File: src/hdl/rcfr_pkg.sv
// rcfr_pkg: shared types and constants for the RC channel frame receiver.
// No dependencies; every other file of the block imports this package.

package rcfr_pkg;

    // Frame layout
    localparam int FRAME_BYTES = 26;
    localparam int IDX_W       = $clog2(FRAME_BYTES);

    localparam logic [7:0] SYNC_BYTE = 8'hC8;
    localparam logic [7:0] HDR_LEN   = 8'd24;
    localparam logic [7:0] HDR_TYPE  = 8'h16;

    // Field widths
    localparam int CH_W      = 11;
    localparam int LIMIT_W   = 16;
    localparam int CFG_IDX_W = 1;
    localparam int CFG_W     = 16;

    // Configuration reset values
    localparam logic [LIMIT_W-1:0] LIMIT_RESET  = 16'd250;
    localparam logic [CH_W-1:0]    THRESH_RESET = 11'd992;

    // Configuration register indexes
    localparam logic [CFG_IDX_W-1:0] REG_FAILSAFE_LIMIT = 1'b0;
    localparam logic [CFG_IDX_W-1:0] REG_ARM_THRESHOLD  = 1'b1;

    // Input mode codes
    localparam logic MODE_BYTE = 1'b0;
    localparam logic MODE_TICK = 1'b1;

    // Command queue depth default
    localparam int QUEUE_DEPTH = 2;

    // Classified command kinds
    typedef enum logic [1:0] {
        CMD_NOP,
        CMD_BYTE,
        CMD_SYNC,
        CMD_TICK
    } cmd_kind_t;

    typedef struct packed {
        cmd_kind_t  kind;
        logic [7:0] data;
    } cmd_t;

    // Queue to back end
    typedef struct packed {
        logic valid;
        cmd_t cmd;
    } q_head_t;

endpackage

File: src/hdl/rcfr_channels.sv
// rcfr_channels: valid/ready channel interfaces for the input items and results.
// Depends on rcfr_pkg.

interface rcfr_in_if import rcfr_pkg::*; ();
    logic       valid;
    logic       ready;
    logic       mode;
    logic [7:0] rx_byte;
    logic       rx_error;

    modport source (output valid, output mode, output rx_byte, output rx_error, input ready);
    modport sink   (input valid, input mode, input rx_byte, input rx_error, output ready);
endinterface

interface rcfr_out_if import rcfr_pkg::*; ();
    logic            valid;
    logic            ready;
    logic [CH_W-1:0] throttle;
    logic            armed;
    logic            failsafe;
    logic            frame_accepted;

    modport source (output valid, output throttle, output armed, output failsafe,
                    output frame_accepted, input ready);
    modport sink   (input valid, input throttle, input armed, input failsafe,
                    input frame_accepted, output ready);
endinterface

File: src/hdl/rcfr_front.sv
// rcfr_front: takes input transfers and classifies them into queue commands.
// Depends on rcfr_pkg.

module rcfr_front import rcfr_pkg::*;
(
    input  logic       valid,
    output logic       ready,
    input  logic       mode,
    input  logic [7:0] rx_byte,
    input  logic       rx_error,
    input  logic       q_full,
    output logic       push,
    output cmd_t       cmd
);

    // Handshake: take an item whenever the queue has room
    assign ready = !q_full;
    assign push  = valid && !q_full;

    // Classify: tick, sync byte, plain byte, or errored byte (no-op)
    always_comb
    begin
        cmd.data = rx_byte;
        unique case (mode)
            MODE_TICK: cmd.kind = CMD_TICK;
            MODE_BYTE:
            begin
                if (rx_error)
                    cmd.kind = CMD_NOP;
                else if (rx_byte == SYNC_BYTE)
                    cmd.kind = CMD_SYNC;
                else
                    cmd.kind = CMD_BYTE;
            end
            default: cmd.kind = CMD_NOP;
        endcase
    end

endmodule

File: src/hdl/rcfr_queue.sv
// rcfr_queue: short first-word-fall-through command queue between front and back.
// Depends on rcfr_pkg.

module rcfr_queue import rcfr_pkg::*;
#(
    parameter int DEPTH = QUEUE_DEPTH
)
(
    input  logic    clk,
    input  logic    rst_n,
    input  logic    push,
    input  cmd_t    push_cmd,
    input  logic    pop,
    output logic    full,
    output q_head_t head
);

    localparam int PTR_W = (DEPTH > 1) ? $clog2(DEPTH) : 1;
    localparam int CNT_W = $clog2(DEPTH + 1);
    localparam logic [PTR_W-1:0] LAST_PTR = PTR_W'(DEPTH - 1);
    localparam logic [CNT_W-1:0] FULL_CNT = CNT_W'(DEPTH);

    cmd_t             entry_reg [DEPTH];
    logic [PTR_W-1:0] wr_ptr_reg, wr_ptr_next;
    logic [PTR_W-1:0] rd_ptr_reg, rd_ptr_next;
    logic [CNT_W-1:0] count_reg, count_next;

    assign full       = (count_reg == FULL_CNT);
    assign head.valid = (count_reg != '0);
    assign head.cmd   = entry_reg[rd_ptr_reg];

    // Pointer and count update
    always_comb
    begin
        wr_ptr_next = wr_ptr_reg;
        rd_ptr_next = rd_ptr_reg;
        count_next  = count_reg;
        if (push)
            wr_ptr_next = (wr_ptr_reg == LAST_PTR) ? '0 : wr_ptr_reg + 1'b1;
        if (pop)
            rd_ptr_next = (rd_ptr_reg == LAST_PTR) ? '0 : rd_ptr_reg + 1'b1;
        if (push && !pop)
            count_next = count_reg + 1'b1;
        else if (pop && !push)
            count_next = count_reg - 1'b1;
    end

    always_ff @(posedge clk or negedge rst_n)
    begin
        if (!rst_n)
        begin
            wr_ptr_reg <= '0;
            rd_ptr_reg <= '0;
            count_reg  <= '0;
        end
        else
        begin
            wr_ptr_reg <= wr_ptr_next;
            rd_ptr_reg <= rd_ptr_next;
            count_reg  <= count_next;
        end
    end

    // Entry storage
    always_ff @(posedge clk)
    begin
        if (push)
            entry_reg[wr_ptr_reg] <= push_cmd;
    end

endmodule

File: src/hdl/rcfr_back.sv
// rcfr_back: executes queued commands on the frame state and drives the result register.
// Depends on rcfr_pkg.

module rcfr_back import rcfr_pkg::*;
(
    input  logic                 clk,
    input  logic                 rst_n,
    input  q_head_t              head,
    output logic                 pop,
    input  logic                 cfg_we,
    input  logic [CFG_IDX_W-1:0] cfg_index,
    input  logic [CFG_W-1:0]     cfg_data,
    output logic                 res_valid,
    input  logic                 res_ready,
    output logic [CH_W-1:0]      res_throttle,
    output logic                 res_armed,
    output logic                 res_failsafe,
    output logic                 res_frame_accepted
);

    localparam logic [IDX_W-1:0] FRAME_LEN = IDX_W'(FRAME_BYTES);

    // Configuration
    logic [LIMIT_W-1:0] limit_reg;
    logic [CH_W-1:0]    thresh_reg;

    // Frame state
    logic [7:0]         store_reg [FRAME_BYTES];
    logic [IDX_W-1:0]   idx_reg, idx_next;
    logic [LIMIT_W-1:0] elapsed_reg, elapsed_next;
    logic [CH_W-1:0]    throttle_reg, throttle_next;
    logic               armed_reg, armed_next;
    logic               failsafe_reg, failsafe_next;

    // Result register
    logic               res_valid_reg, res_valid_next;
    logic               res_acc_reg;

    logic               is_byte;
    logic [IDX_W-1:0]   idx_base;
    logic [IDX_W-1:0]   idx_inc;
    logic               frame_done;
    logic               header_ok;
    logic               accept_next;
    logic [CH_W-1:0]    ch0;
    logic [CH_W-1:0]    ch4;
    logic [LIMIT_W-1:0] elapsed_inc;

    // Take a command whenever the result slot is free or being drained
    assign pop = head.valid && (!res_valid_reg || res_ready);

    // Byte path: index restart, store position, frame completion
    assign is_byte    = (head.cmd.kind == CMD_BYTE) || (head.cmd.kind == CMD_SYNC);
    assign idx_base   = ((head.cmd.kind == CMD_SYNC) || (idx_reg >= FRAME_LEN)) ? '0 : idx_reg;
    assign idx_inc    = idx_base + 1'b1;
    assign frame_done = (idx_inc == FRAME_LEN);
    assign header_ok  = (store_reg[0] == SYNC_BYTE) && (store_reg[1] == HDR_LEN) &&
                        (store_reg[2] == HDR_TYPE);

    // Channel unpack from the stored payload
    assign ch0 = {store_reg[4][2:0], store_reg[3]};
    assign ch4 = {store_reg[9][6:0], store_reg[8][7:4]};

    // Saturating millisecond count
    assign elapsed_inc = (elapsed_reg != '1) ? elapsed_reg + 1'b1 : elapsed_reg;

    // Command execution
    always_comb
    begin
        idx_next      = idx_reg;
        elapsed_next  = elapsed_reg;
        throttle_next = throttle_reg;
        armed_next    = armed_reg;
        failsafe_next = failsafe_reg;
        accept_next   = 1'b0;
        if (pop)
        begin
            unique case (head.cmd.kind)
                CMD_BYTE, CMD_SYNC:
                begin
                    idx_next = frame_done ? '0 : idx_inc;
                    if (frame_done && header_ok)
                    begin
                        accept_next   = 1'b1;
                        throttle_next = ch0;
                        armed_next    = (ch4 > thresh_reg);
                        failsafe_next = 1'b0;
                        elapsed_next  = '0;
                    end
                end
                CMD_TICK:
                begin
                    elapsed_next = elapsed_inc;
                    if (elapsed_inc > limit_reg)
                    begin
                        throttle_next = '0;
                        armed_next    = 1'b0;
                        failsafe_next = 1'b1;
                    end
                end
                CMD_NOP: ;
                default: ;
            endcase
        end
    end

    // Result slot handshake
    always_comb
    begin
        if (pop)
            res_valid_next = 1'b1;
        else if (res_ready)
            res_valid_next = 1'b0;
        else
            res_valid_next = res_valid_reg;
    end

    always_ff @(posedge clk or negedge rst_n)
    begin
        if (!rst_n)
        begin
            limit_reg     <= LIMIT_RESET;
            thresh_reg    <= THRESH_RESET;
            idx_reg       <= '0;
            elapsed_reg   <= '0;
            throttle_reg  <= '0;
            armed_reg     <= 1'b0;
            failsafe_reg  <= 1'b0;
            res_valid_reg <= 1'b0;
        end
        else
        begin
            if (cfg_we)
            begin
                unique case (cfg_index)
                    REG_FAILSAFE_LIMIT: limit_reg  <= cfg_data[LIMIT_W-1:0];
                    REG_ARM_THRESHOLD:  thresh_reg <= cfg_data[CH_W-1:0];
                    default: ;
                endcase
            end
            idx_reg       <= idx_next;
            elapsed_reg   <= elapsed_next;
            throttle_reg  <= throttle_next;
            armed_reg     <= armed_next;
            failsafe_reg  <= failsafe_next;
            res_valid_reg <= res_valid_next;
        end
    end

    // Frame store and result flag, no reset needed
    always_ff @(posedge clk)
    begin
        if (pop && is_byte)
            store_reg[idx_base] <= head.cmd.data;
        if (pop)
            res_acc_reg <= accept_next;
    end

    assign res_valid          = res_valid_reg;
    assign res_throttle       = throttle_reg;
    assign res_armed          = armed_reg;
    assign res_failsafe       = failsafe_reg;
    assign res_frame_accepted = res_acc_reg;

endmodule

File: src/hdl/rc_channel_frame_receiver_top.sv
// rc_channel_frame_receiver_top: top level of the RC channel frame receiver.
// Depends on rcfr_pkg, rcfr_channels, rcfr_front, rcfr_queue and rcfr_back.

// Each input transfer is a serial byte or a 1 ms tick and produces exactly one
// result transfer with throttle, armed, failsafe and frame_accepted as they
// stand after that item. The block takes one item per clock while the result
// side keeps up. The edge that takes an item writes it into the command queue;
// the edge that pops it runs the state update and loads the result register,
// which offers the result. The back end's state update, run once per popped
// command, sets that rate. When the result side stalls, the result register
// and the command queue (QUEUE_DEPTH entries) absorb items before input ready
// drops. Once the stall ends, input ready returns when the first pop has
// lowered the queue count. Configuration writes take effect at the next edge
// and belong in idle periods.

module rc_channel_frame_receiver_top import rcfr_pkg::*;
#(
    parameter int QUEUE_DEPTH_P = QUEUE_DEPTH
)
(
    input  logic                 clk,
    input  logic                 rst_n,
    rcfr_in_if.sink              in_ch,
    rcfr_out_if.source           out_ch,
    input  logic                 cfg_we,
    input  logic [CFG_IDX_W-1:0] cfg_index,
    input  logic [CFG_W-1:0]     cfg_data
);

    logic    q_full;
    logic    push;
    logic    pop;
    cmd_t    push_cmd;
    q_head_t head;

    // Front end: handshake and classification
    rcfr_front u_front (
        .valid    (in_ch.valid),
        .ready    (in_ch.ready),
        .mode     (in_ch.mode),
        .rx_byte  (in_ch.rx_byte),
        .rx_error (in_ch.rx_error),
        .q_full   (q_full),
        .push     (push),
        .cmd      (push_cmd)
    );

    // Command queue
    rcfr_queue #(
        .DEPTH (QUEUE_DEPTH_P)
    ) u_queue (
        .clk      (clk),
        .rst_n    (rst_n),
        .push     (push),
        .push_cmd (push_cmd),
        .pop      (pop),
        .full     (q_full),
        .head     (head)
    );

    // Back end: frame state and results
    rcfr_back u_back (
        .clk                (clk),
        .rst_n              (rst_n),
        .head               (head),
        .pop                (pop),
        .cfg_we             (cfg_we),
        .cfg_index          (cfg_index),
        .cfg_data           (cfg_data),
        .res_valid          (out_ch.valid),
        .res_ready          (out_ch.ready),
        .res_throttle       (out_ch.throttle),
        .res_armed          (out_ch.armed),
        .res_failsafe       (out_ch.failsafe),
        .res_frame_accepted (out_ch.frame_accepted)
    );

endmodule

File: src/flat_wrapper.sv
// flat-port wrapper written by rule: the top's interface ports become plain ports
module rc_channel_frame_receiver_top_flat import rcfr_pkg::*;
#(
    parameter int QUEUE_DEPTH_P = QUEUE_DEPTH
)
  (clk, rst_n, cfg_we, cfg_index, cfg_data, in_ch_valid, in_ch_mode, in_ch_rx_byte, in_ch_rx_error, in_ch_ready, out_ch_valid, out_ch_throttle, out_ch_armed, out_ch_failsafe, out_ch_frame_accepted, out_ch_ready);
  rcfr_in_if in_ch_i ();
  rcfr_out_if out_ch_i ();
  input  logic clk;
  input  logic rst_n;
  input  logic cfg_we;
  input  logic [CFG_IDX_W-1:0] cfg_index;
  input  logic [CFG_W-1:0] cfg_data;
  input wire logic [$bits(in_ch_i.valid)-1:0] in_ch_valid;
  input wire logic [$bits(in_ch_i.mode)-1:0] in_ch_mode;
  input wire logic [$bits(in_ch_i.rx_byte)-1:0] in_ch_rx_byte;
  input wire logic [$bits(in_ch_i.rx_error)-1:0] in_ch_rx_error;
  output wire logic [$bits(in_ch_i.ready)-1:0] in_ch_ready;
  output wire logic [$bits(out_ch_i.valid)-1:0] out_ch_valid;
  output wire logic [$bits(out_ch_i.throttle)-1:0] out_ch_throttle;
  output wire logic [$bits(out_ch_i.armed)-1:0] out_ch_armed;
  output wire logic [$bits(out_ch_i.failsafe)-1:0] out_ch_failsafe;
  output wire logic [$bits(out_ch_i.frame_accepted)-1:0] out_ch_frame_accepted;
  input wire logic [$bits(out_ch_i.ready)-1:0] out_ch_ready;
  assign in_ch_i.valid = in_ch_valid;
  assign in_ch_i.mode = in_ch_mode;
  assign in_ch_i.rx_byte = in_ch_rx_byte;
  assign in_ch_i.rx_error = in_ch_rx_error;
  assign in_ch_ready = in_ch_i.ready;
  assign out_ch_valid = out_ch_i.valid;
  assign out_ch_throttle = out_ch_i.throttle;
  assign out_ch_armed = out_ch_i.armed;
  assign out_ch_failsafe = out_ch_i.failsafe;
  assign out_ch_frame_accepted = out_ch_i.frame_accepted;
  assign out_ch_i.ready = out_ch_ready;
  rc_channel_frame_receiver_top #(.QUEUE_DEPTH_P(QUEUE_DEPTH_P)) u_core (.clk(clk), .rst_n(rst_n), .in_ch(in_ch_i), .out_ch(out_ch_i), .cfg_we(cfg_we), .cfg_index(cfg_index), .cfg_data(cfg_data));
endmodule
File: config.mk
export PLATFORM = sky130hd
export DESIGN_NAME = rc_channel_frame_receiver_top_flat
export DESIGN_NICKNAME = d
export VERILOG_FILES = /design/src/hdl/rcfr_pkg.sv /design/src/hdl/rcfr_channels.sv /design/src/hdl/rcfr_front.sv /design/src/hdl/rcfr_queue.sv /design/src/hdl/rcfr_back.sv /design/src/hdl/rc_channel_frame_receiver_top.sv /design/src/flat_wrapper.sv
export SDC_FILE = /design/constraint.sdc
export NUM_CORES = 1
export LEC_CHECK = 0
export BUFFER_PORTS_ARGS = -buffer_cell sky130_fd_sc_hd__buf_2
export CAP_MARGIN = 20
export CELL_PAD_IN_SITES_DETAIL_PLACEMENT = 1
export CELL_PAD_IN_SITES_GLOBAL_PLACEMENT = 2
export CORE_MARGIN = 5
export CORE_UTILIZATION = 37
export DETAILED_ROUTE_END_ITERATION = 7
export MAX_ROUTING_LAYER = met4
export PLACE_DENSITY = 0.8
export REMOVE_ABC_BUFFERS = 1
export SYNTH_ARGS = -nofsm -noshare
export SYNTH_HDL_FRONTEND = slang
export SYNTH_HIERARCHICAL = 1
export SYNTH_SLANG_ARGS = --single-unit
File: constraint.sdc
create_clock -name clk -period 4 [get_ports clk]
set_input_delay 0.6 -clock clk [delete_from_list [all_inputs] [get_ports clk]]
set_output_delay 0.6 -clock clk [all_outputs]
set_load 0.02 [all_outputs]
* After elaboration in Yosys (flattened, before gate mapping) *
Memory sizes are Yosys's and may differ from the RTL's.
Index checks and enable logic that the tools add are counted.
Widths: inputs -> output; s select.

word-level totals
  flip-flop bits (word level) = 67
  bits in writable memories = 228
  bits of input ports = 32
  logic and storage cells = 90
  memories = 2

operators by class
  add/subtract/negate cells = 6
  order comparisons = 3
  eq/ne operators = 12
  mux-type cells = 28
  bitwise operators = 2
  reduce and logical (&&, ||, !) cells = 25

memories
  memory                    depth  width  rd ports  clocked after memory_dff  write ports  RTL line          RTL
  u_core.u_back.store_reg   26     8      7         0                         1            rcfr_back.sv:28   logic [7:0] store_reg [FRAME_BYTES];
  u_core.u_queue.entry_reg  2      10     1         0                         1            rcfr_queue.sv:23  cmd_t entry_reg [DEPTH];

operators with widths
  kind                   number
  $mux 16                2
  $pmux 16 s2            1
  $mux 11                2
  $pmux 11 s2            1
  $add 16x1->16 const B  1
  $eq 8x5->1 const B     2
  $eq 8x8->1 const B     2
  $gt 16x16->1           1
  $ne 16x16->1 const B   1
  $mux 1                 13
  $gt 11x11->1           1
  $mux 5                 2
  $logic_and 1x1->1      8
  $mux 2                 4
  $reduce_bool 2->1      4
  $eq 2x2->1 const B     3
  $reduce_and 2->1       3
  $add 5x1->5 const B    1
  $eq 5x5->1 const B     1
  $ge 5x5->1 const B     1
  $logic_not 1->1        4
  $ne 2x2->1 const B     2
  $pmux 1 s2             2
  $pmux 2 s2             1
  9 further kinds        13

* Depth between registers and ports, before layout *
Gate-level depths: netlist (run 1).
An unclocked memory read counts as a cell.

  depth after elaboration = 9
  gate-level depth with buffers = 16

* By module *
The synthesis (run 1) kept the hierarchy.

by module, submodules not included
  module      times used  cells each  area an instance (um2)  seq. area each (um2)
  rcfr_back   1           472         5445.2                  2976.6
  rcfr_queue  1           47          949.7                   700.7
  rcfr_front  1           16          115.1                   0.0

* Least setup slack after synthesis (run 1) *
Ideal clock, no wire load.

  path type = register -> register
  start point = register u_core.u_back.elapsed_reg[3]
  end point = register u_core.u_back.throttle_reg[1], in the netlist u_core/u_back/res_throttle[1]
  library setup time = 0.125 ns
  arrival = 3.671 ns
  path slack = 0.204 ns
  cell stages (with the launch flop) = 14
  path buffers = 3
  path through = dfrtp_1 clkbuf_1 nand4_1 nor4_2 a41oi_1 ha_1 nand4_1 or3_1 a21oi_1 nor4_1 or4_1 buf_2 buf_6 mux2_4

on the way
  word-level cells in the longest chain between the ends = 5
  elaborated cells between the ends (all ways) = 6
  classes of those cells = add/sub: 1; order compare: 1; eq/ne: 2; mux: 1; reduce/logical: 1

ends and longest elaborated chain
  element                                        RTL line          RTL
  from (decl)                                    rcfr_back.sv:30   logic [LIMIT_W-1:0] elapsed_reg, elapsed_next;
  from (signal assigned)                         rcfr_back.sv:142  elapsed_reg <= elapsed_next;
  $add 16x1->16 or $ne 16x16->1 (tied branches)  rcfr_back.sv:65   assign elapsed_inc = (elapsed_reg != '1) ? elapsed_reg + 1'b1 : elapsed_reg;
  $mux 16 *                                      rcfr_back.sv:65
  $gt 16x16->1 *                                 rcfr_back.sv:94   if (elapsed_inc > limit_reg)
  $ne 2x2->1 (no source line) *                  --
  $reduce_and 4->1 (no source line) *            --
  to (signal assigned)                           rcfr_back.sv:143  throttle_reg <= throttle_next;
  to (decl)                                      rcfr_back.sv:31   logic [CH_W-1:0] throttle_reg, throttle_next;

Mark *: on every way between the ends. The rest lies on a longest branch, timed or not.
A chain may end at the register's enable or synchronous reset.

* Final worst setup path (run 1) *
  start point = register u_core.u_back.elapsed_reg[0]
  end point = register u_core.u_back.failsafe_reg, in the netlist u_core/u_back/res_failsafe

on the way
  word-level cells in the longest chain between the ends = 5
  elaborated cells between the ends (all ways) = 6
  classes of those cells = add/sub: 1; order compare: 1; eq/ne: 2; mux: 1; reduce/logical: 1

ends and longest elaborated chain
  element                                        RTL line          RTL
  $add 16x1->16 or $ne 16x16->1 (tied branches)  rcfr_back.sv:65
  $mux 16 *                                      rcfr_back.sv:65
  $gt 16x16->1 *                                 rcfr_back.sv:94
  $ne 2x2->1 (no source line) *                  --
  $reduce_and 4->1 (no source line) *            --
  to (signal assigned)                           rcfr_back.sv:145  failsafe_reg <= failsafe_next;
  to (decl)                                      rcfr_back.sv:33   logic failsafe_reg, failsafe_next;

Marked as above.

==> metrics.md, run 1 <==
| Metric | Value |
|---|---|
| Status | `finished clean` |
| Ys Warns | `6` |
| DR vias/cell | `5.18` |
| Yosys top cell by area | `edfxtp_1` |
| GP Congestion | `0.854` |
| Synth top area cells | `edfxtp_1 (31%), dfrtp_1 (21%), ha_1 (6.9%)` |
| Clock-pin slew on the worst setup and hold paths | `0.06 ns` |
| Ratio of cells with drive above 1 in the final layout | `24.9%` |
| Commonest non-fill, non-tap cells in the layout | `edfxtp_1 (67), dfrtp_1 (52), buf_2 (47)` |
| Leakage power | `3.19 nW` |
| Antenna violations before repair | `0` |
| Final hold vios | `0` |
| Mapped cell area | `0.00651 sq mm` |
| Setup slack after layout | `0.169 ns` |
| Path type of the worst min-delay path | `in -> async` |
| Via count | `4289` |
| Max_slew headroom | `41.7%` |
| CTS tree | `done` |
| Initial Util | `37.6%` |
| Ports | `48` |
| Final Skew | `0.0135 ns` |
| Sum Neg Setup Slack | `0 ns` |
| Unique masters post-synth | `60` |
| DRT antenna net count | `0` |
| Final Max Slew Viols | `0` |
| Register area | `0.00368 sq mm` |
| Syn Inst Count | `535` |
| # hold bufs at CTS | `0` |
| Post-synthesis sequential area ratio | `56.5%` |
| Max clock buf depth | `2` |
| Number of flip-flops in the largest register | `46` |
| Final worst-path cycle share | `95.8%` |
| Synth async-reset ratio | `49.6%` |
| Pwr dens | `660 mW/mm^2` |
| Clock sink count | `133` |
| H-tree depth | `4` |
| Max-cap viol count | `0` |
| Footprint of the multi-input gates | `0.00256 sq mm` |
| Commonest non-fill, non-tap cell in the layout | `edfxtp_1` |
| Worst-Margin Slew | `0.873 ns` |
| Fillers | `1833` |
| Diodes inserted | `0` |
| Flop and latch count out of synthesis | `133` |
| Maximum VDD drop | `0.000380 V` |
| WL/cell | `18.8 microns` |
| Setup violations, final | `0` |
| Num CTS Buffers | `17` |
| Die footprint | `0.0203 sq mm` |
| Max Fclk | `0.261 GHz` |
| Core Area | `0.0173 sq mm` |
| 1st-pass router iterations | `4` |
| Crit Path Class | `reg -> reg` |
| Top cell type's share of synthesized area | `30.9%` |
| Critical path startpoint category | `flop` |
| GRT overflow | `0` |
| Drt drc | `0` |
| HPWL Detailed | `11600 microns` |
| CTS Root Cell | `clkbuf_16` |
| Avg Cell Area, Syn | `12.2 sq um` |
| IO buf count | `47` |
| WHS | `0.243 ns` |
| Pin count of the biggest net entering global routing | `34` |
| Starting DRC count in detailed routing | `232` |
| First-pass GRT wire length | `25500 microns` |
| Area growth from synthesis to layout | `16.8%` |
| Worst Path Required | `4.30 ns` |
| Clock Latency Late Sink | `0.42 ns` |
| GRT Total Usage | `16.6%` |
| Synth Flop Type | `edfxtp_1` |
| Tmin final | `3.83 ns` |
| Fin nets | `658` |
| Worst EP arrival | `4.13 ns` |
| Vias in the first global route | `4815` |
| Buffer count from post-CTS setup fixing | `0` |
| Setup crit end kind | `flop` |
| Die height | `143 microns` |
| Placement Setup Slack | `0.164 ns` |
| R2r worst-path depth | `14` |
| Routed wire length | `15600 microns` |
| Row count | `48` |
| Crit path max fanout | `13` |
| Die Wd | `143 microns` |
| EDFF count, synth | `67` |
-- final timing paths --
kind                                              startpoint                              to  slack (ns)
worst max-delay path            u_core/u_back/elapsed_reg[0]      u_core/u_back/res_failsafe        0.17
worst min-delay path                                   rst_n    u_core/u_back/thresh_reg[10]        0.24
worst max register to register  u_core/u_back/elapsed_reg[0]      u_core/u_back/res_failsafe        0.17
worst min register to register   u_core/u_queue/count_reg[1]     u_core/u_queue/count_reg[1]        0.49
max in group asynchronous                              rst_n    u_core/u_back/elapsed_reg[0]        2.98
min in group clk                            in_ch_rx_byte[4]  u_core/u_queue/entry_reg[1][4]        0.39
-- worst max-delay path, cell delays in order, from the launching register on --
cell	delay, ns
dfrtp_2	0.41
ha_1	0.19
nand2_1	0.13
nor4_4	0.36
buf_4	0.22
a31oi_1	0.11
a41oi_2	0.21
ha_1	0.21
nand4_1	0.19
or3_1	0.45
a21oi_1	0.14
nor4_1	0.07
or4_1	0.47
buf_4	0.22
mux2_1	0.33
-- area by class of cell --
| class | instances | area share [%] |
|---|---|---|
| Sequential cell | 133 | 48.4 |
| Multi-Input combinational cell | 339 | 33.7 |
| Clock buffer | 19 | 5.69 |
| Timing Repair Buffer | 60 | 4.38 |
| Tap cell | 225 | 3.70 |
| Clock inverter | 13 | 2.16 |
| Inverter | 39 | 1.93 |
-- through the flow --
step / area, sq um / std cells / util (%) / power, mW
6_report: 7600 / 828 / 44.0 / 5.02
5_1_grt: 7600 / 828 / 44.0 / 5.31
4_1_cts: 7570 / 828 / 43.8 / 5.09
3_5_place_dp: 6980 / 796 / 40.3 / 3.48
3_3_place_gp: 6980 / 796 / 40.3 / 3.39
2_1_floorplan: 6360 / 511 / - / 2.93
-- repair_timing --
item,CTS,global route
endpoints found under the setup margin,0,13
endpoints found under the hold margin,0,0
gates resized for setup,0,7
-- synth_stat cells (5+ instances only) --
master    number
a21oi_1       19
mux2_4        18
mux2_2        14
edfxtp_1      67
nand2_1       44
inv_1         39
nor3_1         7
nor2_1        16
a21o_1         6
xor2_1         8
dfrtp_1       55
nand4_1        8
buf_4          8
dfstp_2       11
nand2b_1       5
ha_1          36
and2_1         7
o31ai_1        9
xnor2_1        8
o21ai_0       27
nand3_1       13
nor2b_1       17
o21ai_1       11
clkbuf_1      10
-- routing by layer --
| layer | share of wire, % | track usage, % | vias up |
|---|---|---|---|
| li1 | - | - | 2048 |
| met5 | 0 | - | - |
| met4 | 1.2 | 5.00 | 0 |
| met1 | 43 | 19.4 | 2161 |
| met3 | 3.0 | 3.99 | 13 |
| met2 | 53 | 28.6 | 67 |
-- logic make-up after synthesis --
group                    synth area share (%)
AND/OR/NAND/NOR                          12.1
adder cells (fa/ha/maj)                  6.92
multiplexers                             7.25
XOR/XNOR                                 2.15
flip-flops                               56.5
AO/OA/AOI/OAI                            10.5
buffers and inverters                    4.57
-- report_power, final --
group	internal [mW]	switching, mW	total, mW
logic	0.585	0.876	1.46
registers	1.80	0.172	1.98
clock network	0.942	0.639	1.58
total	3.33	1.69	5.02
(Power assumes the default switching activity.)
==> inputs of run 2 (changes only) <==
- ABC_AREA: unset -> 1
- CORE_UTILIZATION: 37 -> 35
- PLACE_DENSITY: 0.8 -> 0.81
- REMOVE_ABC_BUFFERS: 1 -> unset
==> metrics.md, run 2 <==
| Metric | Value |
|---|---|
| Final hold vios | `0 (unchanged)` |
| # hold bufs at CTS | `0 (unchanged)` |
| Commonest non-fill, non-tap cells in the layout | `nand2_1 (168), inv_1 (106), edfxtp_1 (67)` |
| Most frequent cell after synthesis | `nand2_1` |
| Diodes inserted | `0 (unchanged)` |
| Fin nets | `825 (+25%)` |
| GP Congestion | `0.820 (-4.0%)` |
| Clock sink count | `133 (unchanged)` |
| Largest family of logic cells by synthesized area | `simple AND/OR/NAND/NOR gates` |
| Ports | `48 (unchanged)` |
| H-tree depth | `4 (unchanged)` |
| Vias in the first global route | `5328 (+11%)` |
| Max Fclk | `0.291 GHz (+11%)` |
| Mapped cell area | `0.00665 sq mm (+2.1%)` |
| Worst-Margin Slew | `0.928 ns (+0.0556 ns)` |
| Final Skew | `0.0128 ns (-0.000719 ns)` |
| Cell Chain, Critical Path | `ha_1 -> nand2_1 -> nor2_1 -> nand3_1 -> nor2_1 -> nand2_1 -> xor2_1 -> nand2_1 -> ha_1 -> nand2_1 -> nor3_1 -> nand2_1 -> nand2_1 -> nand2_1 -> a21oi_1 -> buf_4 -> nand2_2 -> nand2_1 -> nand2_1` |
| Unique masters post-synth | `34 (-43%)` |
| Area growth from synthesis to layout | `15.6%` |
| Multiplexer share of the synthesized area | `2.20% (-5.0 points)` |
| Buffer count from post-CTS setup fixing | `0 (unchanged)` |
| Ratio of cells with drive above 1 in the final layout | `16.4% (-8.5 points)` |
| DR vias/cell | `4.78 (-7.7%)` |
| Num CTS Buffers | `17 (unchanged)` |
| Antenna violations before repair | `0 (unchanged)` |
| Tmin final | `3.44 ns (-0.390 ns)` |
| HPWL Detailed | `11700 microns (+1.6%)` |
| Yosys top cell by area | `edfxtp_1` |
| Ys Warns | `6 (unchanged)` |
| Setup crit end kind | `flop` |
| Post-synthesis sequential area ratio | `55.3% (-1.1 points)` |
| Routed wire length | `15500 microns (-0.19%)` |
| Avg Cell Area, Syn | `9.41 sq um (-23%)` |
| RSZ-0062 raised after global routing | `no` |
| Flop and latch count out of synthesis | `133 (unchanged)` |
| Most frequent cells after synthesis | `nand2_1 (169), inv_1 (106), edfxtp_1 (67)` |
| Clock-pin slew on the worst setup and hold paths | `0.06 ns (about the same)` |
| First-pass GRT wire length | `25800 microns (+1.0%)` |
| Die height | `148 microns (+3.6%)` |
| Synth Area in XOR/XNOR | `1.85% (-0.31 points)` |
| Max clock buf depth | `2 (unchanged)` |
| Sum Neg Setup Slack | `0 ns (unchanged)` |
| Pin count of the biggest net entering global routing | `38 (+12%)` |
| Family with the most delay on the worst path | `simple AND/OR/NAND/NOR gates` |
| Pwr dens | `648 mW/mm^2 (-1.8%)` |
| Crit-path slowest cell | `dfrtp_1` |
| Post-Syn Nets | `774` |
| IO buf count | `47 (unchanged)` |
| CTS tree | `done` |
| Final worst-path cycle share | `86.0% (-9.8 points)` |
| GRT Total Usage | `15.5% (-1.2 points)` |
| CTS Root Cell | `clkbuf_16` |
| Maximum VDD drop | `0.000355 V (-6.6%)` |
| GRT overflow | `0 (unchanged)` |
| Crit Path Class | `reg -> reg` |
| Number of flip-flops in the largest register | `46 (unchanged)` |
| Synth Area in Simple Gates | `20.2% (+8.1 points)` |
| 1st-pass router iterations | `4 (unchanged)` |
| Via count | `4802 (+12%)` |
| Crit path largest cell delay | `0.43 ns (-0.04 ns)` |
| Max-cap viol count | `0 (unchanged)` |
| Final Max Slew Viols | `0 (unchanged)` |
| WHS | `0.212 ns (-0.0305 ns)` |
| Critical path startpoint category | `flop` |
| Worst EP arrival | `3.75 ns (-0.38 ns)` |
| WL/cell | `15.5 microns (-18%)` |
| Synth Flop Type | `edfxtp_1` |
| Crit path top cell by count | `nand2_1` |
| Drt drc | `0 (unchanged)` |
| Core Area | `0.0187 sq mm (+8.1%)` |
| Worst Path Required | `4.31 ns (about the same)` |
| Crit path max fanout | `14 (+1)` |
| EDFF count, synth | `67 (unchanged)` |
| Starting DRC count in detailed routing | `177 (-24%)` |
| Row count | `50 (+4.2%)` |
| Synth top area cells | `edfxtp_1 (30%), dfrtp_1 (21%), nand2_1 (9.5%)` |
| Synth Area in Compound Gates | `5.05% (-5.4 points)` |
| Clock Latency Late Sink | `0.43 ns (about the same)` |
| Path type of the worst min-delay path | `in -> async` |
| Commonest non-fill, non-tap cell in the layout | `nand2_1` |
| DRT antenna net count | `0 (unchanged)` |
| Initial Util | `35.5% (-2.1 points)` |
| Syn Inst Count | `706 (+32%)` |
| Max_slew headroom | `38.0% (-3.7 points)` |
| Leakage power | `3.68 nW (+15%)` |
| Die Wd | `148 microns (+3.6%)` |
| Synth async-reset ratio | `49.6% (unchanged)` |
| Setup violations, final | `0 (unchanged)` |
| Top cell type's share of synthesized area | `30.3% (-0.63 points)` |
| Status | `finished clean` |
| Die footprint | `0.0218 sq mm (+7.3%)` |
| Buf+Inv Stages, Crit Path | `1 (-1)` |
| Flop2flop setup slack | `0.56 ns (+0.39 ns)` |
| Pwr Total | `4.98 mW (-0.77%)` |
| Post-Synth Adder-Cell Area | `6.78% (-0.14 points)` |
run 2: logic make-up (layout without fill, tap and decap cells):
kind of cell	Yosys count	after routing
and+or+nand+nor	312	312
muxes	10	10
xor gates and xnor gates	14	14
adders and majority gates	36	36
DFF	133	133
buffers and inverters	135	199
AOI/OAI and AO/OA	66	66
run 2: layout make-up:
type                            instances  area [sq um]
Clock buffer                           17           425
Clock inverter                         15           166
Fill cell                            2192         11000
Inverter                              110           413
Multi-Input combinational cell        438          2400
Sequential cell                       133          3680
Tap cell                              234           293
Timing Repair Buffer                   57           310
run 2: path summary, 6_finish.rpt:
| check | start | end | depth (start not counted) |
|---|---|---|---|
| min in group clk | in_ch_rx_byte[0] | u_core/u_queue/entry_reg[0][0] | 1 |
| min reg2reg | u_core/u_back/res_throttle[3] | u_core/u_back/res_throttle[3] | 2 |
| max | u_core/u_back/elapsed_reg[0] | u_core/u_back/res_failsafe | 19 |
| min | rst_n | u_core/u_back/limit_reg[15] | 1 |
| max in group asynchronous | rst_n | u_core/u_back/thresh_reg[9] | 2 |
| max reg2reg | u_core/u_back/elapsed_reg[0] | u_core/u_back/res_failsafe | 19 |
run 2: through the flow:
stage / cells / utilization [%] / area (sq um) / worst slack (ns)
3_5_place_dp: 972 / 37.9 / 7090 / 0.389
4_1_cts: 1004 / 41.1 / 7680 / 0.378
2_1_floorplan: 706 / - / 6650 / 1.13
6_report: 1004 / 41.1 / 7680 / 0.559
5_1_grt: 1004 / 41.1 / 7680 / 0.145
3_3_place_gp: 972 / 37.9 / 7090 / 0.675
run 2: report_power, final:
part | leakage (nW) | switching [mW] | internal (mW)
Clock | 0.294 | 0.667 | 0.889
Combinational | 1.95 | 1.02 | 0.463
Sequential | 1.43 | 0.143 | 1.80
Total | 3.68 | 1.83 | 3.15
run 2: repair_timing:
action / 4_1_cts / 5_1_grt
gates resized for setup: 0 / 1
endpoints found under the hold margin: 0 / 0
setup endpoints to repair: 0 / 6
run 2: routing by layer:
layer	track usage, %	share of wire, %
met1	16.7	42
met2	27.3	53
met3	3.62	2.7
met4	6.57	2.6
met5	-	0
==> inputs of run 3 (changes only) <==
- CORE_ASPECT_RATIO: unset -> 1.75
==> metrics.md, run 3 (synthesis results as in run 2) <==
| Metric | Value |
|---|---|
| Crit path max fanout | `13 (-1)` |
| Clock-pin slew on the worst setup and hold paths | `0.06 ns (about the same)` |
| Crit path largest cell delay | `0.72 ns (+0.29 ns)` |
| GP Congestion | `0.944 (+15%)` |
| Leakage power | `3.70 nW (+0.61%)` |
| Core Area | `0.0187 sq mm (-0.23%)` |
| # hold bufs at CTS | `0 (unchanged)` |
| Crit-path slowest cell | `dfrtp_1` |
| Diodes inserted | `0 (unchanged)` |
| Max_slew headroom | `39.9% (+1.9 points)` |
| Die footprint | `0.0220 sq mm (+0.50%)` |
| Cell Chain, Critical Path | `mux2_4 -> ha_1 -> inv_1 -> nand2_2 -> nor2_1 -> ha_1 -> inv_1 -> nand4_1 -> nand2_2 -> nor2_4 -> nand4_2 -> nand2_2 -> nand2_1 -> nand2_1 -> nand2_1` |
| Number of flip-flops in the largest register | `46 (unchanged)` |
| Num CTS Buffers | `17 (unchanged)` |
| Vias in the first global route | `5358 (+0.56%)` |
| DRT antenna net count | `0 (unchanged)` |
| Flop2flop setup slack | `0.49 ns (-0.07 ns)` |
| Die Wd | `114 microns (-23%)` |
| Pin count of the biggest net entering global routing | `36 (-5.3%)` |
| Pwr Total | `5.17 mW (+3.8%)` |
| CTS resizes | `0 (unchanged)` |
| Setup crit end kind | `flop` |
| FF-to-FF End | `u_core/u_back/res_throttle[5]` |
| Clock sink count | `133 (unchanged)` |
| Buf+Inv Stages, Crit Path | `2 (+1)` |
| Worst-Margin Slew | `0.900 ns (-0.0282 ns)` |
| Drt drc | `0 (unchanged)` |
| CTS Root Cell | `clkbuf_16` |
| Sum Neg Setup Slack | `0 ns (unchanged)` |
| Ratio of cells with drive above 1 in the final layout | `16.1% (-0.24 points)` |
| Tmin final | `3.51 ns (+0.0738 ns)` |
| H-tree depth | `4 (unchanged)` |
| Worst EP arrival | `3.83 ns (+0.08 ns)` |
| Fillers | `2199 (+0.32%)` |
| Status | `finished clean` |
| R2r worst-path depth | `15 (-4)` |
| Max clock buf depth | `2 (unchanged)` |
| Fin nets | `824 (-0.12%)` |
| Maximum VDD drop | `0.000307 V (-14%)` |
| Die height | `192 microns (+30%)` |
| Final hold vios | `0 (unchanged)` |
| IO buf count | `47 (unchanged)` |
| Row count | `66 (+32%)` |
| Ports | `48 (unchanged)` |
| Starting DRC count in detailed routing | `198 (+12%)` |
| Via count | `4857 (+1.1%)` |
| Pwr dens | `668 mW/mm^2 (+3.0%)` |
| 1st-pass router iterations | `4 (unchanged)` |
| Crit Path Class | `reg -> reg` |
| Routed wire length | `16700 microns (+7.3%)` |
| Util after Layout | `41.5% (+0.41 points)` |
| Area growth from synthesis to layout | `16.5%` |
| Family with the most delay on the worst path | `simple AND/OR/NAND/NOR gates` |
| Final Skew | `0.00986 ns (-0.00297 ns)` |
| Worst Path Required | `4.31 ns (about the same)` |
| Commonest non-fill, non-tap cell in the layout | `nand2_1` |
| Setup violations, final | `0 (unchanged)` |
| Path type of the worst min-delay path | `in -> async` |
| HPWL Detailed | `12700 microns (+7.9%)` |
| Max Fclk | `0.285 GHz (-2.1%)` |
| Buffer count from post-CTS setup fixing | `0 (unchanged)` |
| GRT Total Usage | `16.7% (+1.2 points)` |
| Critical path startpoint category | `flop` |
| Final Max Slew Viols | `0 (unchanged)` |
| WL/cell | `16.5 microns (+7.0%)` |
| CTS tree | `done` |
| Antenna violations before repair | `0 (unchanged)` |
| Max-cap viol count | `0 (unchanged)` |
| Initial Util | `35.6% (+0.081 points)` |
| Worst r2r src | `u_core/u_queue/rd_ptr_reg` |
| RSZ-0062 raised after global routing | `no` |
| GRT overflow | `0 (unchanged)` |
| First-pass GRT wire length | `26900 microns (+4.6%)` |
| Final worst-path cycle share | `87.9% (+1.8 points)` |
| DR vias/cell | `4.82 (+0.84%)` |
| Commonest non-fill, non-tap cells in the layout | `nand2_1 (169), inv_1 (106), edfxtp_1 (67)` |
| Clock Latency Late Sink | `0.43 ns (about the same)` |
run 3: changes by cell type in the layout (fill, tap and decap cells not counted):
cell / previous run / this run
buf_4: 10 / 9
inv_8: 6 / 2
clkinv_8: 1 / 0
bufinv_16: 1 / 5
clkbuf_1: 0 / 1
clkinv_1: 2 / 1
nand2_2: 6 / 5
clkinv_4: 2 / 5
nand2_1: 168 / 169
inv_6: 3 / 0
clkinv_2: 1 / 2
run 3: worst reg2reg max path, delay by kind of cell (launching register included):
kind | cells | cell delay, ns
mux | 1 | 0.39
buf+inv | 2 | 0.21
flops | 1 | 0.72
fa+ha+maj | 2 | 0.44
simple gates | 10 | 1.65
run 3: routing by layer:
layer | vias up | GRT usage [%] | wire length [microns]
met1 | 2395 | 14.9 | 5800
met5 | - | - | 0
met3 | 29 | 2.29 | 329
li1 | 2373 | - | -
met2 | 60 | 33.4 | 10100
met4 | 0 | 7.82 | 459
run 3: stage by stage:
step | instance area [sq um] | worst slack (ns) | std cells | hold WS (ns)
global route | 7740 | 0.116 | 1007 | 0.341
floorplan | 6650 | 1.13 | 706 | 0.304
global placement | 7090 | 0.564 | 975 | 0.455
detailed placement | 7090 | 0.482 | 975 | 0.471
CTS | 7740 | 0.446 | 1007 | 0.279
finish | 7740 | 0.486 | 1007 | 0.267
run 3: where the power goes:
group	leakage, nW	switching, mW	internal, mW	total, mW
Clock	0.322	0.623	1.12	1.74
Combinational	1.95	1.01	0.456	1.47
Sequential	1.43	0.162	1.80	1.96
Total	3.70	1.80	3.37	5.17
run 3: worst max path at each step:
stage | cells after the start | slack (ns) | start | endpoint
after global routing | 22 | 0.12 | u_core/u_back/elapsed_reg[0] | u_core/u_back/res_throttle[8]
after detailed placement | 15 | 0.48 | u_core/u_queue/rd_ptr_reg | u_core/u_back/res_throttle[1]
after global placement | 15 | 0.56 | u_core/u_queue/rd_ptr_reg | u_core/u_back/res_throttle[10]
final | 15 | 0.49 | u_core/u_queue/rd_ptr_reg | u_core/u_back/res_throttle[5]
after CTS | 15 | 0.45 | u_core/u_queue/rd_ptr_reg | u_core/u_back/res_throttle[5]
after floorplan | 19 | 1.13 | u_core/u_back/elapsed_reg[0] | u_core/u_back/res_throttle[0]
run 3: cell type report:
| cell class | instances | area, sq um | area share (%) |
|---|---|---|---|
| clock inverters | 14 | 226 | 2.93 |
| repair buffers | 56 | 303 | 3.91 |
| inverters | 110 | 413 | 5.33 |
| well taps | 238 | 298 | 3.85 |
| clock buffers | 18 | 429 | 5.54 |
| multi-input cells | 438 | 2400 | 30.9 |
| flip-flops and latches | 133 | 3680 | 47.5 |
